File: config.mk
export PLATFORM = sky130hd
export DESIGN_NAME = triangle_scanline_span_generator_top_flat
export DESIGN_NICKNAME = d
export VERILOG_FILES = /design/src/sv/tssg_pkg.sv /design/src/sv/tssg_if.sv /design/src/sv/tssg_edge.sv /design/src/sv/tssg_ctrl.sv /design/src/sv/tssg_dp.sv /design/src/sv/triangle_scanline_span_generator_top.sv /design/src/flat_wrapper.sv
export VERILOG_INCLUDE_DIRS = /design/src /design/src/sv
export SDC_FILE = /design/constraint.sdc
export NUM_CORES = 2
export LEC_CHECK = 0
export ABC_AREA = 0
export BUFFER_PORTS_ARGS = -buffer_cell sky130_fd_sc_hd__clkbuf_2
export CAP_MARGIN = 25
export CORE_ASPECT_RATIO = 1.25
export CORE_UTILIZATION = 50
export CTS_CLUSTER_DIAMETER = 50
export DETAILED_ROUTE_END_ITERATION = 12
export GPL_TIMING_DRIVEN = 1
export PLACE_DENSITY = 0.62
export SLEW_MARGIN = 20
export SYNTH_ARGS = -nofsm -noshare
export SYNTH_HDL_FRONTEND = slang
export SYNTH_HIERARCHICAL = 1
export SYNTH_SLANG_ARGS = --single-unit
File: constraint.sdc
create_clock -name clock -period 13.4 [get_ports clock]
set_clock_uncertainty 0.2 [all_clocks]
set_input_delay 2.01 -clock clock [delete_from_list [all_inputs] [get_ports clock]]
set_output_delay 2.01 -clock clock [all_outputs]
set_load 0.005 [all_outputs]
File: src/sv/triangle_scanline_span_generator_top_assert.svh
// ----------------------------------------------------------------------------
// Triangle span generator assertion macros
// Concurrent check wrappers used by the block's top level.
// ----------------------------------------------------------------------------
`ifndef TRIANGLE_SCANLINE_SPAN_GENERATOR_TOP_ASSERT_SVH
`define TRIANGLE_SCANLINE_SPAN_GENERATOR_TOP_ASSERT_SVH

// same-cycle implication
`define TSSG_ASSERT_NOW(lbl, clk, rst, ante, cons) \
   lbl: assert property (@(posedge clk) disable iff (rst) (ante) |-> (cons)) \
      else $error("tssg: same-cycle check failed");

// next-cycle implication
`define TSSG_ASSERT_NEXT(lbl, clk, rst, ante, cons) \
   lbl: assert property (@(posedge clk) disable iff (rst) (ante) |=> (cons)) \
      else $error("tssg: next-cycle check failed");

`endif

File: src/sv/tssg_pkg.sv
// ----------------------------------------------------------------------------
// Triangle span generator package
// Shared constants, codes and control types.
// ----------------------------------------------------------------------------
`default_nettype none

package tssg_pkg;

   localparam int COORD_BITS_DEFAULT = 12;
   localparam int COLOR_BITS         = 32;

   localparam logic ACT_LOAD = 1'b0;
   localparam logic ACT_STEP = 1'b1;

   typedef enum logic [1:0] {
      PH_IDLE  = 2'd0,
      PH_UPPER = 2'd1,
      PH_LOWER = 2'd2
   } phase_type;

   typedef enum logic [2:0] {
      CS_IDLE,
      CS_SPLIT_GO,
      CS_SPLIT_WAIT,
      CS_SPAN_WAIT,
      CS_WRITE_SPAN,
      CS_WRITE_NONE
   } ctrl_state_type;

   typedef enum logic [2:0] {
      ES_IDLE,
      ES_MAC,
      ES_PREP,
      ES_DIV,
      ES_FIN
   } edge_stage_type;

   typedef struct packed {
      logic load;
      logic start_split;
      logic commit_split;
      logic start_span;
      logic write_span;
      logic write_none;
   } cmd_type;

   typedef struct packed {
      logic phase_active;
      logic degenerate;
      logic split_done;
      logic span_done;
      logic out_free;
   } status_type;

endpackage

`default_nettype wire

File: src/sv/tssg_if.sv
// ----------------------------------------------------------------------------
// Triangle span generator channels
// Valid/ready interfaces for the request and response words.
// ----------------------------------------------------------------------------
`default_nettype none

interface tssg_req_if #(
   parameter int COORD_BITS = tssg_pkg::COORD_BITS_DEFAULT
);
   import tssg_pkg::*;

   logic                          valid;
   logic                          ready;
   logic                          action;
   logic signed [COORD_BITS-1:0]  vertex_a_x;
   logic signed [COORD_BITS-1:0]  vertex_a_y;
   logic signed [COORD_BITS-1:0]  vertex_b_x;
   logic signed [COORD_BITS-1:0]  vertex_b_y;
   logic signed [COORD_BITS-1:0]  vertex_c_x;
   logic signed [COORD_BITS-1:0]  vertex_c_y;
   logic [COLOR_BITS-1:0]         fill_value;

   modport source (
      output valid, action, vertex_a_x, vertex_a_y, vertex_b_x, vertex_b_y,
             vertex_c_x, vertex_c_y, fill_value,
      input  ready
   );

   modport sink (
      input  valid, action, vertex_a_x, vertex_a_y, vertex_b_x, vertex_b_y,
             vertex_c_x, vertex_c_y, fill_value,
      output ready
   );
endinterface

interface tssg_rsp_if #(
   parameter int COORD_BITS = tssg_pkg::COORD_BITS_DEFAULT
);
   import tssg_pkg::*;

   logic                          valid;
   logic                          ready;
   logic signed [COORD_BITS-1:0]  row;
   logic signed [COORD_BITS-1:0]  span_start;
   logic signed [COORD_BITS-1:0]  span_end;
   logic [COLOR_BITS-1:0]         span_color;
   logic                          last_span;
   logic                          no_span;

   modport source (
      output valid, row, span_start, span_end, span_color, last_span, no_span,
      input  ready
   );

   modport sink (
      input  valid, row, span_start, span_end, span_color, last_span, no_span,
      output ready
   );
endinterface

`default_nettype wire

File: src/sv/tssg_edge.sv
// ----------------------------------------------------------------------------
// Triangle span generator edge unit
// Interpolates one edge x at a row: multiply-accumulate, then a restoring
// divider with round-half-away-from-zero, one quotient bit per cycle.
// ----------------------------------------------------------------------------
`default_nettype none

module tssg_edge #(
   parameter int COORD_BITS = tssg_pkg::COORD_BITS_DEFAULT
) (
   input  logic                         clock,
   input  logic                         reset,
   input  logic                         start,
   input  logic signed [COORD_BITS-1:0] x_from,
   input  logic signed [COORD_BITS-1:0] x_to,
   input  logic [COORD_BITS-1:0]        y_len,
   input  logic [COORD_BITS-1:0]        span,
   output logic                         done,
   output logic signed [COORD_BITS-1:0] result
);
   import tssg_pkg::*;

   localparam int C  = COORD_BITS;
   localparam int NW = 2 * C + 2;
   localparam int CW = $clog2(C + 2);

   edge_stage_type        stage_ff, stage_in;
   logic [CW-1:0]         cnt_ff, cnt_in;
   logic signed [NW-1:0]  prod_ff, prod_in;
   logic signed [NW-1:0]  acc_ff, acc_in;
   logic signed [C:0]     dx_ff, dx_in;
   logic [C-1:0]          t_ff, t_in;
   logic [C-1:0]          d_ff, d_in;
   logic                  neg_ff, neg_in;
   logic [C:0]            rem_ff, rem_in;
   logic [C:0]            quo_ff, quo_in;
   logic signed [C-1:0]   result_ff, result_in;
   logic                  done_ff, done_in;

   logic [NW-1:0]         mag;
   logic [NW-1:0]         num;
   logic [C+1:0]          trial;
   logic [C+1:0]          dvs;
   logic [C+1:0]          diff;
   logic                  ge;
   logic [C:0]            signed_q;

   always_comb begin
      stage_in  = stage_ff;
      cnt_in    = cnt_ff;
      prod_in   = prod_ff;
      acc_in    = acc_ff;
      dx_in     = dx_ff;
      t_in      = t_ff;
      d_in      = d_ff;
      neg_in    = neg_ff;
      rem_in    = rem_ff;
      quo_in    = quo_ff;
      result_in = result_ff;
      done_in   = 1'b0;

      mag      = acc_ff[NW-1] ? NW'(-acc_ff) : NW'(acc_ff);
      num      = {mag[NW-2:0], 1'b0} + {{(NW-C){1'b0}}, d_ff};
      trial    = {rem_ff, quo_ff[C]};
      dvs      = {1'b0, d_ff, 1'b0};
      ge       = (trial >= dvs);
      diff     = trial - dvs;
      signed_q = neg_ff ? (C+1)'(-quo_ff) : quo_ff;

      if (start) begin
         prod_in  = $signed({{(NW-C){x_from[C-1]}}, x_from})
                  * $signed({{(NW-C){1'b0}}, y_len});
         dx_in    = {x_to[C-1], x_to} - {x_from[C-1], x_from};
         t_in     = span;
         d_in     = y_len;
         stage_in = ES_MAC;
      end else begin
         unique case (stage_ff)
            ES_MAC: begin
               acc_in   = prod_ff + $signed({{(NW-C-1){dx_ff[C]}}, dx_ff})
                        * $signed({{(NW-C){1'b0}}, t_ff});
               stage_in = ES_PREP;
            end
            ES_PREP: begin
               neg_in   = acc_ff[NW-1];
               rem_in   = num[2*C+1:C+1];
               quo_in   = num[C:0];
               cnt_in   = CW'(C + 1);
               stage_in = ES_DIV;
            end
            ES_DIV: begin
               rem_in = ge ? diff[C:0] : trial[C:0];
               quo_in = {quo_ff[C-1:0], ge};
               cnt_in = cnt_ff - CW'(1);
               if (cnt_ff == CW'(1)) begin
                  stage_in = ES_FIN;
               end
            end
            ES_FIN: begin
               result_in = signed_q[C-1:0];
               done_in   = 1'b1;
               stage_in  = ES_IDLE;
            end
            default: begin
               stage_in = ES_IDLE;
            end
         endcase
      end
   end

   always_ff @(posedge clock) begin
      if (reset) begin
         stage_ff <= ES_IDLE;
         done_ff  <= 1'b0;
      end else begin
         stage_ff <= stage_in;
         done_ff  <= done_in;
      end
      cnt_ff    <= cnt_in;
      prod_ff   <= prod_in;
      acc_ff    <= acc_in;
      dx_ff     <= dx_in;
      t_ff      <= t_in;
      d_ff      <= d_in;
      neg_ff    <= neg_in;
      rem_ff    <= rem_in;
      quo_ff    <= quo_in;
      result_ff <= result_in;
   end

   assign done   = done_ff;
   assign result = result_ff;

endmodule

`default_nettype wire

File: src/sv/tssg_ctrl.sv
// ----------------------------------------------------------------------------
// Triangle span generator controller
// Sequences load, split-point interpolation, span interpolation and the
// response write.
// ----------------------------------------------------------------------------
`default_nettype none

module tssg_ctrl (
   input  logic                 clock,
   input  logic                 reset,
   input  logic                 req_valid,
   input  logic                 req_action,
   output logic                 req_ready,
   input  tssg_pkg::status_type status,
   output tssg_pkg::cmd_type    cmd
);
   import tssg_pkg::*;

   ctrl_state_type state_ff, state_in;

   always_ff @(posedge clock) begin
      if (reset) begin
         state_ff <= CS_IDLE;
      end else begin
         state_ff <= state_in;
      end
   end

   always_comb begin
      state_in  = state_ff;
      cmd       = '0;
      req_ready = 1'b0;
      unique case (state_ff)
         CS_IDLE: begin
            req_ready = 1'b1;
            if (req_valid) begin
               if (req_action == ACT_LOAD) begin
                  cmd.load = 1'b1;
                  state_in = CS_SPLIT_GO;
               end else if (status.phase_active) begin
                  cmd.start_span = 1'b1;
                  state_in       = CS_SPAN_WAIT;
               end else begin
                  state_in = CS_WRITE_NONE;
               end
            end
         end
         CS_SPLIT_GO: begin
            if (status.degenerate) begin
               state_in = CS_IDLE;
            end else begin
               cmd.start_split = 1'b1;
               state_in        = CS_SPLIT_WAIT;
            end
         end
         CS_SPLIT_WAIT: begin
            if (status.split_done) begin
               cmd.commit_split = 1'b1;
               state_in         = CS_IDLE;
            end
         end
         CS_SPAN_WAIT: begin
            if (status.span_done) begin
               state_in = CS_WRITE_SPAN;
            end
         end
         CS_WRITE_SPAN: begin
            if (status.out_free) begin
               cmd.write_span = 1'b1;
               state_in       = CS_IDLE;
            end
         end
         CS_WRITE_NONE: begin
            if (status.out_free) begin
               cmd.write_none = 1'b1;
               state_in       = CS_IDLE;
            end
         end
         default: begin
            state_in = CS_IDLE;
         end
      endcase
   end

endmodule

`default_nettype wire

File: src/sv/tssg_dp.sv
// ----------------------------------------------------------------------------
// Triangle span generator datapath
// Vertex sort, triangle state, edge units u_edge0 and u_edge1 and the response register.
// ----------------------------------------------------------------------------
`default_nettype none

module tssg_dp #(
   parameter int COORD_BITS = tssg_pkg::COORD_BITS_DEFAULT
) (
   input  logic                                clock,
   input  logic                                reset,
   input  tssg_pkg::cmd_type                   cmd,
   output tssg_pkg::status_type                status,
   input  logic signed [COORD_BITS-1:0]        req_vertex_a_x,
   input  logic signed [COORD_BITS-1:0]        req_vertex_a_y,
   input  logic signed [COORD_BITS-1:0]        req_vertex_b_x,
   input  logic signed [COORD_BITS-1:0]        req_vertex_b_y,
   input  logic signed [COORD_BITS-1:0]        req_vertex_c_x,
   input  logic signed [COORD_BITS-1:0]        req_vertex_c_y,
   input  logic [tssg_pkg::COLOR_BITS-1:0]     req_fill_value,
   tssg_rsp_if.source                          rsp_ch
);
   import tssg_pkg::*;

   localparam int C = COORD_BITS;

   logic signed [C-1:0]   top_x_ff, top_x_in, top_y_ff, top_y_in;
   logic signed [C-1:0]   mid_x_ff, mid_x_in, mid_y_ff, mid_y_in;
   logic signed [C-1:0]   bot_x_ff, bot_x_in, bot_y_ff, bot_y_in;
   logic signed [C-1:0]   split_x_ff, split_x_in;
   logic signed [C-1:0]   cur_row_ff, cur_row_in;
   logic [COLOR_BITS-1:0] color_ff, color_in;
   phase_type             phase_ff, phase_in;

   logic                  rsp_valid_ff, rsp_valid_in;
   logic signed [C-1:0]   rsp_row_ff, rsp_row_in;
   logic signed [C-1:0]   rsp_start_ff, rsp_start_in;
   logic signed [C-1:0]   rsp_end_ff, rsp_end_in;
   logic [COLOR_BITS-1:0] rsp_color_ff, rsp_color_in;
   logic                  rsp_last_ff, rsp_last_in;
   logic                  rsp_none_ff, rsp_none_in;

   // sort network
   logic signed [C-1:0]   s1_px, s1_py, s1_qx, s1_qy;
   logic signed [C-1:0]   s2_qx, s2_qy, s2_rx, s2_ry;
   logic signed [C-1:0]   s3_px, s3_py, s3_qx, s3_qy;

   logic [C:0]            dy_mt, dy_bt, dy_bm, dy_ct, dy_bc;
   logic                  top_is_mid;
   logic signed [C-1:0]   l0_from, l0_to, l1_from, l1_to;
   logic [C-1:0]          l_dist, l_span;
   logic                  l0_start, l1_start;
   logic                  l0_done, l1_done;
   logic signed [C-1:0]   l0_result, l1_result;
   logic                  last;

   always_comb begin
      if (req_vertex_a_y > req_vertex_b_y) begin
         s1_px = req_vertex_b_x; s1_py = req_vertex_b_y;
         s1_qx = req_vertex_a_x; s1_qy = req_vertex_a_y;
      end else begin
         s1_px = req_vertex_a_x; s1_py = req_vertex_a_y;
         s1_qx = req_vertex_b_x; s1_qy = req_vertex_b_y;
      end
      if (s1_qy > req_vertex_c_y) begin
         s2_qx = req_vertex_c_x; s2_qy = req_vertex_c_y;
         s2_rx = s1_qx;          s2_ry = s1_qy;
      end else begin
         s2_qx = s1_qx;          s2_qy = s1_qy;
         s2_rx = req_vertex_c_x; s2_ry = req_vertex_c_y;
      end
      if (s1_py > s2_qy) begin
         s3_px = s2_qx; s3_py = s2_qy;
         s3_qx = s1_px; s3_qy = s1_py;
      end else begin
         s3_px = s1_px; s3_py = s1_py;
         s3_qx = s2_qx; s3_qy = s2_qy;
      end
   end

   always_comb begin
      dy_mt    = {mid_y_ff[C-1], mid_y_ff} - {top_y_ff[C-1], top_y_ff};
      dy_bt    = {bot_y_ff[C-1], bot_y_ff} - {top_y_ff[C-1], top_y_ff};
      dy_bm    = {bot_y_ff[C-1], bot_y_ff} - {mid_y_ff[C-1], mid_y_ff};
      dy_ct    = {cur_row_ff[C-1], cur_row_ff} - {top_y_ff[C-1], top_y_ff};
      dy_bc    = {bot_y_ff[C-1], bot_y_ff} - {cur_row_ff[C-1], cur_row_ff};
      top_is_mid = (top_y_ff == mid_y_ff);

      if (cmd.start_split) begin
         l0_from = top_x_ff;
         l0_to   = bot_x_ff;
         l1_from = top_x_ff;
         l1_to   = bot_x_ff;
         l_dist  = dy_bt[C-1:0];
         l_span  = dy_mt[C-1:0];
      end else if (phase_ff == PH_UPPER) begin
         l0_from = top_x_ff;
         l0_to   = mid_x_ff;
         l1_from = top_x_ff;
         l1_to   = split_x_ff;
         l_dist  = dy_mt[C-1:0];
         l_span  = dy_ct[C-1:0];
      end else begin
         l0_from = bot_x_ff;
         l0_to   = top_is_mid ? top_x_ff : mid_x_ff;
         l1_from = bot_x_ff;
         l1_to   = top_is_mid ? mid_x_ff : split_x_ff;
         l_dist  = dy_bm[C-1:0];
         l_span  = dy_bc[C-1:0];
      end
      l0_start = cmd.start_split | cmd.start_span;
      l1_start = cmd.start_span;
   end

   tssg_edge #(.COORD_BITS(C)) u_edge0 (
      .clock  (clock),
      .reset  (reset),
      .start  (l0_start),
      .x_from (l0_from),
      .x_to   (l0_to),
      .y_len  (l_dist),
      .span   (l_span),
      .done   (l0_done),
      .result (l0_result)
   );

   tssg_edge #(.COORD_BITS(C)) u_edge1 (
      .clock  (clock),
      .reset  (reset),
      .start  (l1_start),
      .x_from (l1_from),
      .x_to   (l1_to),
      .y_len  (l_dist),
      .span   (l_span),
      .done   (l1_done),
      .result (l1_result)
   );

   always_comb begin
      top_x_in     = top_x_ff;
      top_y_in     = top_y_ff;
      mid_x_in     = mid_x_ff;
      mid_y_in     = mid_y_ff;
      bot_x_in     = bot_x_ff;
      bot_y_in     = bot_y_ff;
      split_x_in   = split_x_ff;
      cur_row_in   = cur_row_ff;
      color_in     = color_ff;
      phase_in     = phase_ff;
      rsp_row_in   = rsp_row_ff;
      rsp_start_in = rsp_start_ff;
      rsp_end_in   = rsp_end_ff;
      rsp_color_in = rsp_color_ff;
      rsp_last_in  = rsp_last_ff;
      rsp_none_in  = rsp_none_ff;
      rsp_valid_in = rsp_valid_ff & ~rsp_ch.ready;
      last         = 1'b0;

      if (cmd.load) begin
         top_x_in   = s3_px;
         top_y_in   = s3_py;
         mid_x_in   = s3_qx;
         mid_y_in   = s3_qy;
         bot_x_in   = s2_rx;
         bot_y_in   = s2_ry;
         split_x_in = s2_rx;
         color_in   = req_fill_value;
         if (s3_py == s2_ry) begin
            phase_in = PH_IDLE;
         end else if (s3_py < s3_qy) begin
            phase_in   = PH_UPPER;
            cur_row_in = s3_py;
         end else begin
            phase_in   = PH_LOWER;
            cur_row_in = s2_ry;
         end
      end

      if (cmd.commit_split) begin
         split_x_in = l0_result;
      end

      if (cmd.write_span) begin
         if (phase_ff == PH_UPPER) begin
            if (cur_row_ff >= mid_y_ff) begin
               if (mid_y_ff < bot_y_ff) begin
                  phase_in   = PH_LOWER;
                  cur_row_in = bot_y_ff;
               end else begin
                  phase_in = PH_IDLE;
                  last     = 1'b1;
               end
            end else begin
               cur_row_in = cur_row_ff + C'(1);
            end
         end else begin
            if (cur_row_ff <= mid_y_ff) begin
               phase_in = PH_IDLE;
               last     = 1'b1;
            end else begin
               cur_row_in = cur_row_ff - C'(1);
            end
         end
         rsp_valid_in = 1'b1;
         rsp_row_in   = cur_row_ff;
         rsp_start_in = l0_result;
         rsp_end_in   = l1_result;
         rsp_color_in = color_ff;
         rsp_last_in  = last;
         rsp_none_in  = 1'b0;
      end

      if (cmd.write_none) begin
         phase_in     = PH_IDLE;
         rsp_valid_in = 1'b1;
         rsp_row_in   = '0;
         rsp_start_in = '0;
         rsp_end_in   = '0;
         rsp_color_in = '0;
         rsp_last_in  = 1'b0;
         rsp_none_in  = 1'b1;
      end
   end

   always_ff @(posedge clock) begin
      if (reset) begin
         phase_ff     <= PH_IDLE;
         rsp_valid_ff <= 1'b0;
      end else begin
         phase_ff     <= phase_in;
         rsp_valid_ff <= rsp_valid_in;
      end
      top_x_ff     <= top_x_in;
      top_y_ff     <= top_y_in;
      mid_x_ff     <= mid_x_in;
      mid_y_ff     <= mid_y_in;
      bot_x_ff     <= bot_x_in;
      bot_y_ff     <= bot_y_in;
      split_x_ff   <= split_x_in;
      cur_row_ff   <= cur_row_in;
      color_ff     <= color_in;
      rsp_row_ff   <= rsp_row_in;
      rsp_start_ff <= rsp_start_in;
      rsp_end_ff   <= rsp_end_in;
      rsp_color_ff <= rsp_color_in;
      rsp_last_ff  <= rsp_last_in;
      rsp_none_ff  <= rsp_none_in;
   end

   always_comb begin
      status.phase_active = (phase_ff == PH_UPPER) || (phase_ff == PH_LOWER);
      status.degenerate   = (top_y_ff == bot_y_ff);
      status.split_done   = l0_done;
      status.span_done    = l0_done & l1_done;
      status.out_free     = ~rsp_valid_ff | rsp_ch.ready;
   end

   assign rsp_ch.valid      = rsp_valid_ff;
   assign rsp_ch.row        = rsp_row_ff;
   assign rsp_ch.span_start = rsp_start_ff;
   assign rsp_ch.span_end   = rsp_end_ff;
   assign rsp_ch.span_color = rsp_color_ff;
   assign rsp_ch.last_span  = rsp_last_ff;
   assign rsp_ch.no_span    = rsp_none_ff;

endmodule

`default_nettype wire

File: src/sv/triangle_scanline_span_generator_top.sv
// ----------------------------------------------------------------------------
// Triangle scanline span generator
// Splits a triangle into flat-top and flat-bottom halves and emits one
// horizontal span, or a no_span word, per step request.
// ----------------------------------------------------------------------------
// Usage:
//   req_ch carries load words (three vertices and a color) and step words.
//   A load sorts the vertices by y and interpolates the split point; it
//   returns no response, and the next word is accepted once the split point
//   is stored (a triangle with zero height skips the split).
//   A step returns one word on rsp_ch: the next span, or no_span when no
//   span is pending. A span is interpolated by both edge units, each of
//   which retires one quotient bit per cycle, and is then written out.
//   A no_span word skips the edge units. One word is in work at a time.
//   The response sits in an output register, so the next word is accepted
//   while rsp_ch is stalled; a finished span then waits for the register.
//   Reset clears the sequencer and output valid; no span is pending after it.
// ----------------------------------------------------------------------------
`default_nettype none
`include "triangle_scanline_span_generator_top_assert.svh"

module triangle_scanline_span_generator_top #(
   parameter int COORD_BITS = tssg_pkg::COORD_BITS_DEFAULT
) (
   input  logic        clock,
   input  logic        reset,
   tssg_req_if.sink    req_ch,
   tssg_rsp_if.source  rsp_ch
);
   import tssg_pkg::*;

   cmd_type    cmd;
   status_type status;
   logic       req_ready;

   tssg_ctrl u_ctrl (
      .clock      (clock),
      .reset      (reset),
      .req_valid  (req_ch.valid),
      .req_action (req_ch.action),
      .req_ready  (req_ready),
      .status     (status),
      .cmd        (cmd)
   );

   tssg_dp #(.COORD_BITS(COORD_BITS)) u_dp (
      .clock          (clock),
      .reset          (reset),
      .cmd            (cmd),
      .status         (status),
      .req_vertex_a_x (req_ch.vertex_a_x),
      .req_vertex_a_y (req_ch.vertex_a_y),
      .req_vertex_b_x (req_ch.vertex_b_x),
      .req_vertex_b_y (req_ch.vertex_b_y),
      .req_vertex_c_x (req_ch.vertex_c_x),
      .req_vertex_c_y (req_ch.vertex_c_y),
      .req_fill_value (req_ch.fill_value),
      .rsp_ch         (rsp_ch)
   );

   assign req_ch.ready = req_ready;

   `TSSG_ASSERT_NOW(a_no_span_zero, clock, reset, rsp_ch.valid && rsp_ch.no_span, rsp_ch.row == '0 && rsp_ch.span_start == '0 && rsp_ch.span_end == '0 && rsp_ch.span_color == '0 && !rsp_ch.last_span)
   `TSSG_ASSERT_NEXT(a_one_in_work, clock, reset, req_ch.valid && req_ch.ready, !req_ch.ready)
   `TSSG_ASSERT_NOW(a_write_when_busy, clock, reset, $rose(rsp_ch.valid), $past(!req_ch.ready))

endmodule

`default_nettype wire
File: src/flat_wrapper.sv
// flat-port wrapper written by rule: the top's interface ports become plain ports
module triangle_scanline_span_generator_top_flat import tssg_pkg::*;
#(
   parameter int COORD_BITS = tssg_pkg::COORD_BITS_DEFAULT
)
  (clock, reset, req_ch_valid, req_ch_action, req_ch_vertex_a_x, req_ch_vertex_a_y, req_ch_vertex_b_x, req_ch_vertex_b_y, req_ch_vertex_c_x, req_ch_vertex_c_y, req_ch_fill_value, req_ch_ready, rsp_ch_valid, rsp_ch_row, rsp_ch_span_start, rsp_ch_span_end, rsp_ch_span_color, rsp_ch_last_span, rsp_ch_no_span, rsp_ch_ready);
  tssg_req_if #(.COORD_BITS(COORD_BITS)) req_ch_i ();
  tssg_rsp_if #(.COORD_BITS(COORD_BITS)) rsp_ch_i ();
  input  logic clock;
  input  logic reset;
  input wire logic [$bits(req_ch_i.valid)-1:0] req_ch_valid;
  input wire logic [$bits(req_ch_i.action)-1:0] req_ch_action;
  input wire logic [$bits(req_ch_i.vertex_a_x)-1:0] req_ch_vertex_a_x;
  input wire logic [$bits(req_ch_i.vertex_a_y)-1:0] req_ch_vertex_a_y;
  input wire logic [$bits(req_ch_i.vertex_b_x)-1:0] req_ch_vertex_b_x;
  input wire logic [$bits(req_ch_i.vertex_b_y)-1:0] req_ch_vertex_b_y;
  input wire logic [$bits(req_ch_i.vertex_c_x)-1:0] req_ch_vertex_c_x;
  input wire logic [$bits(req_ch_i.vertex_c_y)-1:0] req_ch_vertex_c_y;
  input wire logic [$bits(req_ch_i.fill_value)-1:0] req_ch_fill_value;
  output wire logic [$bits(req_ch_i.ready)-1:0] req_ch_ready;
  output wire logic [$bits(rsp_ch_i.valid)-1:0] rsp_ch_valid;
  output wire logic [$bits(rsp_ch_i.row)-1:0] rsp_ch_row;
  output wire logic [$bits(rsp_ch_i.span_start)-1:0] rsp_ch_span_start;
  output wire logic [$bits(rsp_ch_i.span_end)-1:0] rsp_ch_span_end;
  output wire logic [$bits(rsp_ch_i.span_color)-1:0] rsp_ch_span_color;
  output wire logic [$bits(rsp_ch_i.last_span)-1:0] rsp_ch_last_span;
  output wire logic [$bits(rsp_ch_i.no_span)-1:0] rsp_ch_no_span;
  input wire logic [$bits(rsp_ch_i.ready)-1:0] rsp_ch_ready;
  assign req_ch_i.valid = req_ch_valid;
  assign req_ch_i.action = req_ch_action;
  assign req_ch_i.vertex_a_x = req_ch_vertex_a_x;
  assign req_ch_i.vertex_a_y = req_ch_vertex_a_y;
  assign req_ch_i.vertex_b_x = req_ch_vertex_b_x;
  assign req_ch_i.vertex_b_y = req_ch_vertex_b_y;
  assign req_ch_i.vertex_c_x = req_ch_vertex_c_x;
  assign req_ch_i.vertex_c_y = req_ch_vertex_c_y;
  assign req_ch_i.fill_value = req_ch_fill_value;
  assign req_ch_ready = req_ch_i.ready;
  assign rsp_ch_valid = rsp_ch_i.valid;
  assign rsp_ch_row = rsp_ch_i.row;
  assign rsp_ch_span_start = rsp_ch_i.span_start;
  assign rsp_ch_span_end = rsp_ch_i.span_end;
  assign rsp_ch_span_color = rsp_ch_i.span_color;
  assign rsp_ch_last_span = rsp_ch_i.last_span;
  assign rsp_ch_no_span = rsp_ch_i.no_span;
  assign rsp_ch_i.ready = rsp_ch_ready;
  triangle_scanline_span_generator_top #(.COORD_BITS(COORD_BITS)) u_core (.clock(clock), .reset(reset), .req_ch(req_ch_i), .rsp_ch(rsp_ch_i));
endmodule
== Word-level counts from Yosys, hierarchy flattened ==
Cells that the tools add are included.
Word-level totals
  register bits: 476
  input port bits: 109
  output and inout port bits: 72
  word-level logic and storage cells: 222
Cells by class
  add/subtract/negate cells: 21
  $mul: 3
  $lt $le $gt $ge: 9
  eq/ne operators: 28
  multiplexer cells: 91
  bitwise operators: 8
  reduce and logical (&&, ||, !) cells: 18
Operator list (number)
  two-way mux 12 bit: 36
  case mux 13 bit (2 select lines): 4
  subtractor 12 bit: 5
  adder 26 x 12 -> 26 bit: 2
  adder 26 bit: 2
  multiplier 13 x 13 -> 26 bit: 2
  two-way mux 25 bit: 2
  negator 25 bit: 2
  equality test 12 bit: 3
  greater-than comparator 12 bit: 3
  greater-or-equal comparator 14 x 13 -> 1 bit: 2
  two-way mux 13 bit: 2
  subtractor 12 x 12 -> 13 bit: 2
  subtractor 13 bit: 2
  multiplier 12 x 13 -> 25 bit: 1
  two-way mux 1 bit: 25
  < comparator 12 bit: 2
  two-way mux 3 bit: 8
  negator 12 bit: 2
  equality test 3 x 2 -> 1 bit, second input constant: 6
  two-way mux 2 bit: 9
  case mux 3 bit (3 select lines): 2
  case mux 4 bit (2 select lines): 2
  AND reduction 2 bit: 8
  22 further kinds: 44

== Longest topological paths before layout ==
  depth after elaboration: 14
  gate-level depth with buffers: 41
  mapped depth without buffers: 37

== Modules after synthesis ==
Netlist, hierarchy kept.
Modules (own cells, without submodules)
  tssg_edge at u_core.u_dp.u_edge1: instances 1, cells each 2009, area each 19213.4 um^2, sequential area each 4013.8 um^2
  tssg_edge at u_core.u_dp.u_edge0: instances 1, cells each 1967, area each 18959.4 um^2, sequential area each 4013.8 um^2
  tssg_dp: instances 1, cells each 1642, area each 14350.0 um^2, sequential area each 5185.0 um^2
  tssg_ctrl: instances 1, cells each 28, area each 227.7 um^2, sequential area each 60.1 um^2

== Worst setup path after synthesis ==
Ideal clock, no wire load.
  kind: in2reg
  start point: input req_ch_vertex_b_y[6]
  end point: register u_core.u_dp.phase_ff[0]
  library setup time: 0.109 ns
  arrival time: 10.087 ns
  required time: 13.091 ns
  setup slack: 3.004 ns
  stages on the path: 37
  buffers on the path: 8
  path through: clkbuf_1 -> inv_1 -> ha_1 -> nand4_1 -> a211o_1 -> a31oi_1 -> clkbuf_1 -> buf_1 -> o21ai_0 -> ha_1 -> a21oi_1 -> o21a_1 -> o21ai_1 -> o41a_1 -> nand2_1 -> clkbuf_1 -> clkbuf_1 -> clkbuf_1 -> nand2_1 -> o21ai_0 -> ha_1 -> nand2_1 -> nor2_1 -> a21oi_1 -> o21ai_0 -> a31o_1 -> a2111o_1 -> o21ba_1 -> buf_6 -> nand2_4 -> buf_8 -> nand3_1 -> a31o_1 -> a2111oi_4 -> mux2i_2 -> nand3_1 -> a2111oi_2
Between the ends
  cells in the longest elaborated chain, start to end: 13
  elaborated cells on any way between the ends: 18
  those cells by class: order compare (4); eq/ne (1); mux (13)
RTL lines
  start: declaration: line flat_wrapper.sv:16  | input wire logic [$bits(req_ch_i.vertex_b_y)-1:0] req_ch_vertex_b_y;
  greater-than comparator 12 bit: line tssg_dp.sv:58  | if (req_vertex_a_y > req_vertex_b_y) begin
  two-way mux 12 bit: line tssg_dp.sv:58
  greater-than comparator 12 bit: line tssg_dp.sv:65  | if (s1_qy > req_vertex_c_y) begin
  two-way mux 12 bit: line tssg_dp.sv:65
  greater-than comparator 12 bit: line tssg_dp.sv:72  | if (s1_py > s2_qy) begin
  two-way mux 12 bit: line tssg_dp.sv:72
  < comparator 12 bit: line tssg_dp.sv:170  | end else if (s3_py < s3_qy) begin
  two-way mux 2 bit: line tssg_dp.sv:170
  two-way mux 2 bit (*): line tssg_dp.sv:168  | if (s3_py == s2_ry) begin
  two-way mux 2 bit (*): line tssg_dp.sv:159  | if (cmd.load) begin
  two-way mux 2 bit, on equally long branches: line tssg_dp.sv:197, tssg_dp.sv:185
  two-way mux 2 bit: line tssg_dp.sv:184  | if (phase_ff == PH_UPPER) begin
  two-way mux 2 bit (*): line tssg_dp.sv:183  | if (cmd.write_span) begin
  end signal: assignment: line tssg_dp.sv:230  | phase_ff <= phase_in;
  end: declaration: line tssg_dp.sv:33  | phase_type phase_ff, phase_in;
Mark *: on every way between the ends. The rest lies on a longest branch, timed or not.
A chain may end at the register's enable or synchronous reset.

== Worst setup path in the final report ==
  start point: input req_ch_vertex_b_y[5]
  end point: register u_core.u_dp.cur_row_ff[1]
Between the ends
  cells in the longest elaborated chain, start to end: 14
  elaborated cells on any way between the ends: 19
  those cells by class: order compare (4); eq/ne (1); mux (14)
RTL lines
  greater-than comparator 12 bit: line tssg_dp.sv:58
  two-way mux 12 bit: line tssg_dp.sv:58
  greater-than comparator 12 bit: line tssg_dp.sv:65
  two-way mux 12 bit: line tssg_dp.sv:65
  greater-than comparator 12 bit: line tssg_dp.sv:72
  two-way mux 12 bit: line tssg_dp.sv:72
  < comparator 12 bit: line tssg_dp.sv:170
  two-way mux 12 bit: line tssg_dp.sv:170
  two-way mux 12 bit (*): line tssg_dp.sv:168
  two-way mux 12 bit (*): line tssg_dp.sv:159
  two-way mux 12 bit: line tssg_dp.sv:186  | if (mid_y_ff < bot_y_ff) begin
  two-way mux 12 bit: line tssg_dp.sv:185  | if (cur_row_ff >= mid_y_ff) begin
  two-way mux 12 bit: line tssg_dp.sv:184
  two-way mux 12 bit (*): line tssg_dp.sv:183
  named net u_core.u_dp.cur_row_in[1]: line tssg_dp.sv:31  | logic signed [C-1:0] cur_row_ff, cur_row_in;
  end signal: assignment: line tssg_dp.sv:240  | cur_row_ff <= cur_row_in;
  end: declaration: line tssg_dp.sv:31
Mark *: on every way through the listed nets, which the timed path passes. The rest lies on a longest branch.

==> flow_summary.toml <==
[clock_network]
htree_levels = 2
cts.path.max_buffers = 3
cts-resized-gates = 0
post_cts_buffers = 0
clockRootBuffer = "clkbuf_16"
clkSinkCount = 474
cts_buffers = 60
clk_pin_slew_ns = 0.06
worstSkewPairLatency_ns = 0.66
cts_tree = "yes"
cts_hold_buf = 0

[placed_design]
port_buffers = 180
dpl.cell_count = 6999
dp_hpwl_um = 111500
finalWeightedCongestion = 0.9358
place_ws_ns = 1.268
dpl_cell_area_mm2 = 0.05489

[routing]
drt-vias-per-instance = 5.564
ant_nets = 0
firstDrtPassIters = 5
dr_total_vias = 39590
avgRoutedWirePerCell_um = 20.01
dr.first_iter.drc_count = 2419
drc = 0
met2_length_um = 70070
top_layer_used = "met5"
routed-wl-met3_um = 5950
routed_wl_um = 142400
wl_met1_um = 60990

[timing]
setup_viol = 0
relSlewSlack = 0.2581
grt_setup_unrepaired = "no"
hold_viol = 0
setup_ws_ns = 1.818
max_freq_mhz = 86.34
tns_ns = 0
period_share = 0.8644
worst_pin_slew_ns = 1.101
period_minus_slack_ns = 11.58
drv_slew = 0

[floorplan]
io_pins = 181
die_y_um = 365.2
num_rows = 132
initial_core_util = 0.5070
core_mm2 = 0.1041
dieArea_mm2 = 0.1068
die_x_um = 292.5

[yosys]
netlist_instances = 5646
postSynthNetCount = 6777
avgSynthCellArea_um2 = 9.343
synth_seq_area_share = 0.2516
syn_area_mm2 = 0.05275
synth_edf_count = 378
ys_types = 120
yosys_warnings = 6
synth-seq-cells = 474
ys.flop_type = "edfxtp_1"
synthArstFlopShare = 0

[grt]
grt_pass1_vias = 40650
grt_pass1_wl_um = 225400
grt_overflow_total = 0
antenna_found_initial = 8
grt_use_total = 0.2700
grt_max_degree = 74

[critical_path]
crit_slowest_cell = "o21ai_0"
critPathArrivalTime_ns = 11.87
worst-path-max-fanout = 34
cp-start-kind = "primary input"
worst_ep_required_time_ns = 13.69
critPathLaunch = "req_ch_vertex_b_y[5]"
end_kind = "flop"
criticalPathCategory = "primary input to flop"
regToRegSetupSlack_ns = 4.20
reg2reg_from = "u_core/u_dp/top_y_ff[1]$_DFFE_PP_"
worst_path_largest_cell_delay_ns = 0.59

[cells_and_area]
drive_gt1_frac = 0.08244
final_common_cell = "inv_1"
final_area_mm2 = 0.05698
final_cells = 7115
layout_common_cells = "inv_1, nand2_1, fa_1, ha_1, edfxtp_1"
area_growth_pct = 8.027
fill_cells = 9566
nets = 6854

[flow_run]
drv_cap = 0

[min_path]
hp-class = "flop to flop"
hold_start = "u_core/u_dp/rsp_ch.no_span$_SDFFE_PP1P_"

[outcome]
status = "completed"
registers in the layout, indices dropped and copies added (netlist names), 13 cells and up:
register and count:
u_core/u_dp/u_edge1/rem_ff 13, u_core/u_dp/u_edge1/prod_ff 25, u_core/u_dp/u_edge1/acc_ff 26, u_core/u_dp/u_edge0/dx_ff 13
u_core/u_dp/u_edge0/prod_ff 25, u_core/u_dp/color_ff 32, u_core/u_dp/rsp_ch.span_color 32, u_core/u_dp/u_edge0/rem_ff 13
u_core/u_dp/u_edge1/dx_ff 13, u_core/u_dp/u_edge0/acc_ff 26, u_core/u_dp/u_edge0/quo_ff 13, u_core/u_dp/u_edge1/quo_ff 13
final cells by class:
cell class                      instances  area, um2  share of cell area
Antenna cell                            1      2.502          0.00004391
Clock buffer                           74       1667             0.02925
Clock inverter                         39      417.9            0.007334
Inverter                              937       3517             0.06172
Multi-Input combinational cell       4020      35160              0.6170
Sequential cell                       474      13270              0.2329
Tap cell                             1340       1677             0.02942
Timing Repair Buffer                  230       1271             0.02231
critical path: cells and delay by family:
family	cells	cell delay [ns]
buf+inv	4	0.88
simple gates	11	2.79
compound gates	13	4.71
mux	1	0.52
fa+ha+maj	3	0.95
cells by family (layout without fill, tap and decap cells):
group                      count (synthesis)  in the layout  synth area share
and+or+nand+nor                         1678           1678            0.1543
buffers and inverters                   1152           1280           0.08437
adders and majority gates               1022           1022            0.3208
AOI/OAI and AO/OA                        865            865            0.1079
DFF                                      474            474            0.2516
xor gates and xnor gates                 285            285           0.04746
muxes                                    170            170           0.03354
other                                      0              1                 0
worst paths after layout:
kind / end / depth (start not counted)
max: u_core/u_dp/cur_row_ff[1]$_DFF_P_ / 32
max reg2reg: u_core/u_dp/u_edge0/prod_ff[24]$_DFFE_PP_ / 36
min reg2reg: u_core/u_dp/rsp_ch.no_span$_SDFFE_PP1P_ / 1
min: u_core/u_dp/rsp_ch.no_span$_SDFFE_PP1P_ / 1
per-stage QoR:
step,util,hold WS [ns]
floorplan,-,0.2244
global placement,0.5275,0.2387
detailed placement,0.5275,0.2466
CTS,0.5475,0.2622
global route,0.5476,0.2696
finish,0.5477,0.2622
synth_stat cells, types with 7 or more instances:
master	count	share of area
a211o_1	7	0.0012
a211oi_1	35	0.0050
a21boi_0	14	0.0020
a21o_1	56	0.0080
a21oi_1	226	0.021
a311oi_1	9	0.0015
a31oi_1	51	0.0060
and2_1	289	0.034
and3_1	30	0.0036
buf_1	14	0.0010
buf_2	8	0.00076
buf_6	7	0.0015
clkbuf_1	176	0.013
dfxtp_1	96	0.036
edfxtp_1	378	0.22
fa_1	551	0.21
ha_1	471	0.11
inv_1	936	0.067
mux2_2	36	0.0077
mux2i_1	130	0.025
nand2_1	595	0.042
nand2b_1	64	0.0076
nand3_1	65	0.0062
nand3b_1	11	0.0016
nand4_1	30	0.0036
nor2_1	367	0.026
nor2b_1	47	0.0056
nor3_1	69	0.0065
nor4_1	11	0.0013
o211ai_1	11	0.0016
o21a_1	28	0.0040
o21ai_0	198	0.019
o21ai_1	16	0.0015
o21bai_1	18	0.0026
o22ai_1	43	0.0051
o31a_1	7	0.0012
o31ai_1	27	0.0038
o41ai_1	9	0.0015
or2_2	11	0.0013
or3_1	25	0.0030
or4_1	12	0.0017
xnor2_1	210	0.035
xor2_1	74	0.012
layer usage:
| layer | up-vias | global-route usage |
|---|---|---|
| met1 | 19640 | 0.3456 |
| met4 | 2 | 0.09599 |
| met3 | 231 | 0.02694 |
| li1 | 18770 | - |
| met5 | - | 0 |
| met2 | 946 | 0.4745 |
Power is left out: the tool's default activity adds up to more than one toggle a clock period on the data nets, which glitch-free logic cannot reach.
